`src/design/shg_pkg.sv`:
```
`timescale 1ns / 1ps
// ----------------------------------------------------------------------------
// Saturating histogram package
// Shared constants, operation codes and the control and status bundles that
// join the controller to the datapath.
// ----------------------------------------------------------------------------
package shg_pkg;

    localparam int BIN_COUNT_DEF   = 4096;
    localparam int COUNT_WIDTH_DEF = 7;
    localparam int INDEX_W         = 12;
    localparam int CAP_W           = 7;
    localparam logic [CAP_W-1:0] CAP_RESET = 7'd127;

    typedef enum logic {
        OP_COUNT = 1'b0,
        OP_READ  = 1'b1
    } op_t;

    typedef struct packed {
        logic clear_wr;
        logic take;
        logic update;
    } shg_cmd_t;

    typedef struct packed {
        logic clear_last;
        logic accepted;
        logic out_free;
    } shg_sts_t;

endpackage

```
`src/design/shg_ctrl.sv`:
```
`timescale 1ns / 1ps
// ----------------------------------------------------------------------------
// Saturating histogram controller
// Sequences the clearing pass, item acceptance and the bin update.
// ----------------------------------------------------------------------------
module shg_ctrl (
    input  logic             clk,
    input  logic             rst_n,
    input  shg_pkg::shg_sts_t sts,
    output shg_pkg::shg_cmd_t cmd
);
    import shg_pkg::*;

    typedef enum logic [1:0] {
        ST_CLEAR,
        ST_IDLE,
        ST_UPDATE
    } state_t;

    state_t state_reg;
    state_t state_next;

    always_comb
    begin
        state_next = state_reg;
        case (state_reg)
            ST_CLEAR:
            begin
                if (sts.clear_last)
                begin
                    state_next = ST_IDLE;
                end
            end
            ST_IDLE:
            begin
                if (sts.accepted)
                begin
                    state_next = ST_UPDATE;
                end
            end
            ST_UPDATE:
            begin
                if (sts.out_free)
                begin
                    state_next = ST_IDLE;
                end
            end
            default:
            begin
                state_next = ST_CLEAR;
            end
        endcase
    end

    always_ff @(posedge clk or negedge rst_n)
    begin
        if (!rst_n)
        begin
            state_reg <= ST_CLEAR;
        end
        else
        begin
            state_reg <= state_next;
        end
    end

    assign cmd.clear_wr = (state_reg == ST_CLEAR);
    assign cmd.take     = (state_reg == ST_IDLE);
    assign cmd.update   = (state_reg == ST_UPDATE);

    // An accepted item is always followed by its update cycle.
    a_accept_update: assert property (@(posedge clk) disable iff (!rst_n)
        sts.accepted |=> state_reg == ST_UPDATE)
        else $error("accepted item not followed by update");

    // No item is taken while the store is being cleared.
    a_no_take_clear: assert property (@(posedge clk) disable iff (!rst_n)
        state_reg == ST_CLEAR |-> !sts.accepted)
        else $error("item accepted during clearing pass");

    // A committed update returns to idle.
    a_commit_idle: assert property (@(posedge clk) disable iff (!rst_n)
        cmd.update && sts.out_free |=> state_reg == ST_IDLE)
        else $error("update did not return to idle");

endmodule

```
`config.mk`:
```
export PLATFORM = sky130hd
export DESIGN_NAME = shg_ctrl
export DESIGN_NICKNAME = d
export VERILOG_FILES = /design/src/design/shg_pkg.sv /design/src/design/shg_ctrl.sv
export SDC_FILE = /design/constraint.sdc
export NUM_CORES = 1
export LEC_CHECK = 0
export BUFFER_PORTS_ARGS = -buffer_cell sky130_fd_sc_hd__buf_4
export CELL_PAD_IN_SITES_DETAIL_PLACEMENT = 0
export CELL_PAD_IN_SITES_GLOBAL_PLACEMENT = 1
export CORE_AREA = 2 2 39 41
export DETAILED_ROUTE_END_ITERATION = 8
export DIE_AREA = 0 0 41 43
export PLACE_DENSITY = 0.42
export SLEW_MARGIN = 10
export SYNTH_ARGS = -nofsm -noshare
export SYNTH_HDL_FRONTEND = slang
export SYNTH_SLANG_ARGS = --single-unit
```
`constraint.sdc`:
```
create_clock -name clk -period 1.6 [get_ports clk]
set_input_delay 0.08 -clock clk [delete_from_list [all_inputs] [get_ports clk]]
set_output_delay 0.08 -clock clk [all_outputs]
set_load 0.1 [all_outputs]
```
==> results of run 1 <==
==> cell usage after synthesis <==
| library cell | n |
|---|---|
| and2b_1 | 1 |
| dfrtp_1 | 2 |
| buf_4 | 1 |
| a22o_1 | 1 |
| inv_1 | 2 |
| nor2_1 | 1 |
| o2bb2ai_1 | 1 |
| nor2b_2 | 1 |
| mux2i_1 | 1 |
==> path summary, 6_finish.rpt <==
check,end,cells after the start,slack [ns],startpoint
setup / recovery,cmd[0],2,0.36,state_reg[0]
setup reg to reg,state_reg[1],2,0.64,state_reg[1]
max in group asynchronous,state_reg[1],2,1.32,rst_n
hold / removal,state_reg[1],2,0.09,sts[1]
hold reg to reg,state_reg[0],1,0.50,state_reg[0]
min in group asynchronous,state_reg[0],2,0.19,rst_n
==> final cells by class <==
type,count,share of cell area [%]
Timing Repair Buffer,8,29.4
Sequential cell,2,23.5
Multi-Input combinational cell,6,23.5
Clock buffer,3,10.6
Tap cell,16,9.41
Inverter,2,3.53
==> timing repair <==
| item | in CTS | in global routing |
|---|---|---|
| endpoints found under the hold margin | 2 | 0 |
| hold buffers | 1 | 0 |
| resized for setup | 0 | 0 |
==> routing by layer <==
layer  vias to the layer above  track usage (%)  share of wire (%)
met1                        41             5.47                 54
met3                         0             3.14                 15
met5                         -                0                  0
met4                         0             6.00                  0
met2                         8             4.38                 30
li1                         55                -                  -
==> metrics by stage <==
step                      instances  utilization (%)
after global routing             37             15.4
final                            37             15.4
after floorplan                  11                -
after detailed placement         33             13.0
after global placement           33             13.0
after CTS                        37             15.4
==> cells by family after synthesis <==
group	count (synthesis)	synth area share (%)
flip-flops	2	44.4
AO/OA/AOI/OAI	2	15.6
buffers and inverters	3	13.3
AND/OR/NAND/NOR	3	17.8
multiplexers	1	8.89
==> results.cfg, run 1 <==
[global_routing]
track_usage_pct = 4.62
antenna_found_initial = 0
grt_remaining_overflow = 0
grt_pass1_vias = 133
grt_max_degree = 5
grt_pass1_wl_um = 462

[synth]
synth.distinct_cells = 9
postSynthCellCount = 11
synth_top_area_share_pct = 44.4
syn_avg_cell_area_um2 = 10.2
synth_warnings = 0
synth-seq-cells = 2
yosys-top-cells-area = dfrtp_1 44%, mux2i_1 8.9%, a22o_1 7.8%
synth_top_area_cell = dfrtp_1
syn-cell-area_um2 = 113
syn-num-nets = 16
seq_area_frac_synth_pct = 44.4

[detailed_routing]
drc = 0
drt_iter0_drc = 1
dr.pass1.iters = 2
wire_per_inst_um = 7.92
ant_nets = 0
vias = 104
avgViaCountPerCell = 2.81
wl_um = 293

[place]
placedInstanceArea_um2 = 180
gp_congestion = 0.598
dp_hpwl_um = 216
dp_slack_ns = 0.604
io_buffer_count = 7

[clocking]
insertion_delay_ns = 0.22
clkTransAtPathRegs_ns = 0.03
cts-buffers-inserted = 3
cts.sinks = 2
cts_tree = yes
cts_root_buf = clkbuf_4
clockBufferDepth = 2
cts_setup_buffers = 0
htree_levels = 1

[timing]
slew-limit-headroom_pct = 81.6
setup_ws_ns = 0.363
fin_setup_tns_ns = 0
setup_viol = 0
worst_pin_slew_ns = 0.279
rsz0062_at_grt = false
slew_viol_final = 0
fin_worst_skew_ns = 0.00117
fmax_mhz = 808
hold_viol = 0
whs_ns = 0.0886
fin_crit_sh_pct = 77.3
fin_crit_ns = 1.24

[job]
drv_cap = 0

[finish]
drive_above_1_share_pct = 57.1
n_antenna_cell = 0
final_cell_mix = 7 x buf_4, 3 x clkbuf_4, 2 x inv_1, 2 x dfrtp_1
stdcell_area_um2 = 213
final_common_cell = buf_4
nets = 28
largest_reg_flops = 2
multi_input_area_um2 = 50.0
area_growth_pct = 88.9
n_fill_cell = 149
area.sequential_um2 = 50.0

[floorplanning]
dieArea_um2 = 1760
ios = 8
core_um2 = 1380
rows = 14
initial_core_util_pct = 8.14
die_h_um = 43
fp.dieW_um = 41

[worst_setup_path]
critPathTopFamily = flip-flops
cp_slowest_cell = dfrtp_1
critPathRequiredTime_ns = 1.52
worstPathArrival_ns = 1.16
end_kind = output pin
worstPathMaxFanout = 4
slowest_delay_ns = 0.40
path_cells = and2b_1, buf_4
cp_num_buf_inv = 1
critPathLaunchType = flip-flop
critPathKind = flip-flop to output pin

[outcome]
status = complete, no violations

[worst_hold_path]
hold_class = primary input to flip-flop
Power of run 1 is not shown: default switching activity piles up to over one toggle a cycle in this logic, so the estimate is an artifact.
==> run 2, diff against run 1 <==
==> constraint.sdc (replaced) <==
create_clock -name clk -period 1.24 [get_ports clk]
set_input_delay 0.062 -clock clk [delete_from_list [all_inputs] [get_ports clk]]
set_output_delay 0.062 -clock clk [all_outputs]
set_load 0.1 [all_outputs]
==> run 2 against run 1 <==
  * Register-to-register slack worse by 0.38 ns
  * Critical path depth stayed put
  * Critical endpoint is now cmd[1]
  * Highest routed layer is now met4
  * Worst setup slack lost 0.30 ns
==> results.cfg, run 2 (synthesized netlist as in run 1, its figures left out) <==
[timing]
hold_viol = 0
fin_crit_sh_pct = 94.8
fmax_mhz = 851
slew-limit-headroom_pct = 81.6
worst_pin_slew_ns = 0.278
fin_crit_ns = 1.18
setup_ws_ns = 0.0648
whs_ns = 0.0626
fin_worst_skew_ns = 0.000160
rsz0062_at_grt = false
slew_viol_final = 0
setup_viol = 0

[global_routing]
gr-usage-met1_pct = 5.14
track_usage_pct = 4.62
grt_pass1_wl_um = 448
grt_pass1_vias = 112
grt_util_met2_pct = 3.75
grt_remaining_overflow = 0
antenna_found_initial = 0
met3_usage_pct = 3.14
grt_max_degree = 5
grt_busiest_layer = met4

[detailed_routing]
wl_um = 311
vias = 116
wire_per_inst_um = 8.41
dr.pass1.iters = 3
avgViaCountPerCell = 3.14
drc = 0
ant_nets = 0
drt_iter0_drc = 4

[clocking]
cts.sinks = 2
cts_root_buf = clkbuf_4
insertion_delay_ns = 0.23
cts_tree = yes
clkTransAtPathRegs_ns = 0.03
clockBufferDepth = 2
cts-buffers-inserted = 3
htree_levels = 1

[worst_hold_path]
hold_class = primary input to flip-flop
min_from = sts[1]

[floorplanning]
fp.dieW_um = 41
initial_core_util_pct = 8.14
rows = 14
ios = 8
dieArea_um2 = 1760
core_um2 = 1380
die_h_um = 43

[worst_setup_path]
cp_slowest_cell = dfrtp_1
worstPathArrival_ns = 1.11
slowest_delay_ns = 0.41
worstPathMaxFanout = 4
r2r-start = state_reg[1]
cp_num_buf_inv = 1
critPathTopFamily = flip-flops
critPathLaunchType = flip-flop
critPathRequiredTime_ns = 1.18
end_kind = output pin
path_cells = nor2b_2, buf_6
startpoint = state_reg[1]
critPathKind = flip-flop to output pin

[job]
drv_cap = 0

[finish]
n_antenna_cell = 0
final_common_cell = buf_4
area_growth_pct = 96.7
stdcell_area_um2 = 221
drive_above_1_share_pct = 61.9
final_cell_mix = 5 x buf_4, 3 x clkbuf_4, 2 x inv_1, 2 x buf_6, 2 x dfrtp_1
largest_reg_flops = 2
nets = 28

[place]
placedInstanceArea_um2 = 181
dp_slack_ns = 0.250
io_buffer_count = 7
gp_congestion = 0.563

[outcome]
status = complete, no violations
## run 2: changes by cell type in the layout (fill, tap and decap cells not counted)
cell / before / now
buf_6: 0 / 2
and2b_2: 0 / 1
buf_4: 7 / 5
and2b_1: 1 / 0
## run 2: cell type report
cell class | count | area (µm²)
Timing Repair Buffer | 8 | 70.1
Inverter | 2 | 7.51
Multi-Input combinational cell | 6 | 51.3
Tap cell | 16 | 20.0
Sequential cell | 2 | 50.0
Clock buffer | 3 | 22.5
Fill cell | 151 | 1160
## run 2: metrics by stage
stage,TNS [ns],utilization (%),instances
finish,0,16.0,37
global route,0,16.0,37
CTS,0,15.5,37
detailed placement,0,13.1,33
global placement,0,13.1,33
floorplan,-0.0231,-,11
## run 2: final timing paths
check                               end  slack (ns)  cells past startpoint
setup / recovery                 cmd[1]        0.06                      2
setup reg to reg           state_reg[1]        0.26                      2
min in group asynchronous  state_reg[1]        0.16                      2
max in group asynchronous  state_reg[0]        0.99                      2
hold reg to reg            state_reg[0]        0.49                      1
hold / removal             state_reg[1]        0.06                      2
## run 2: timing repair
| action | CTS | global route |
|---|---|---|
| setup buffers | 0 | 0 |
| endpoints found under the hold margin | 2 | 0 |
| setup endpoints to repair | 0 | 2 |
| hold buffers | 1 | 0 |
| gates resized for setup | 0 | 2 |
## run 2: layer usage
metal,wire (µm),up-vias
met2,94,10
met4,23,0
met3,41,4
li1,-,55
met5,0,-
met1,151,47
Power of run 2 is left out for the same reason.
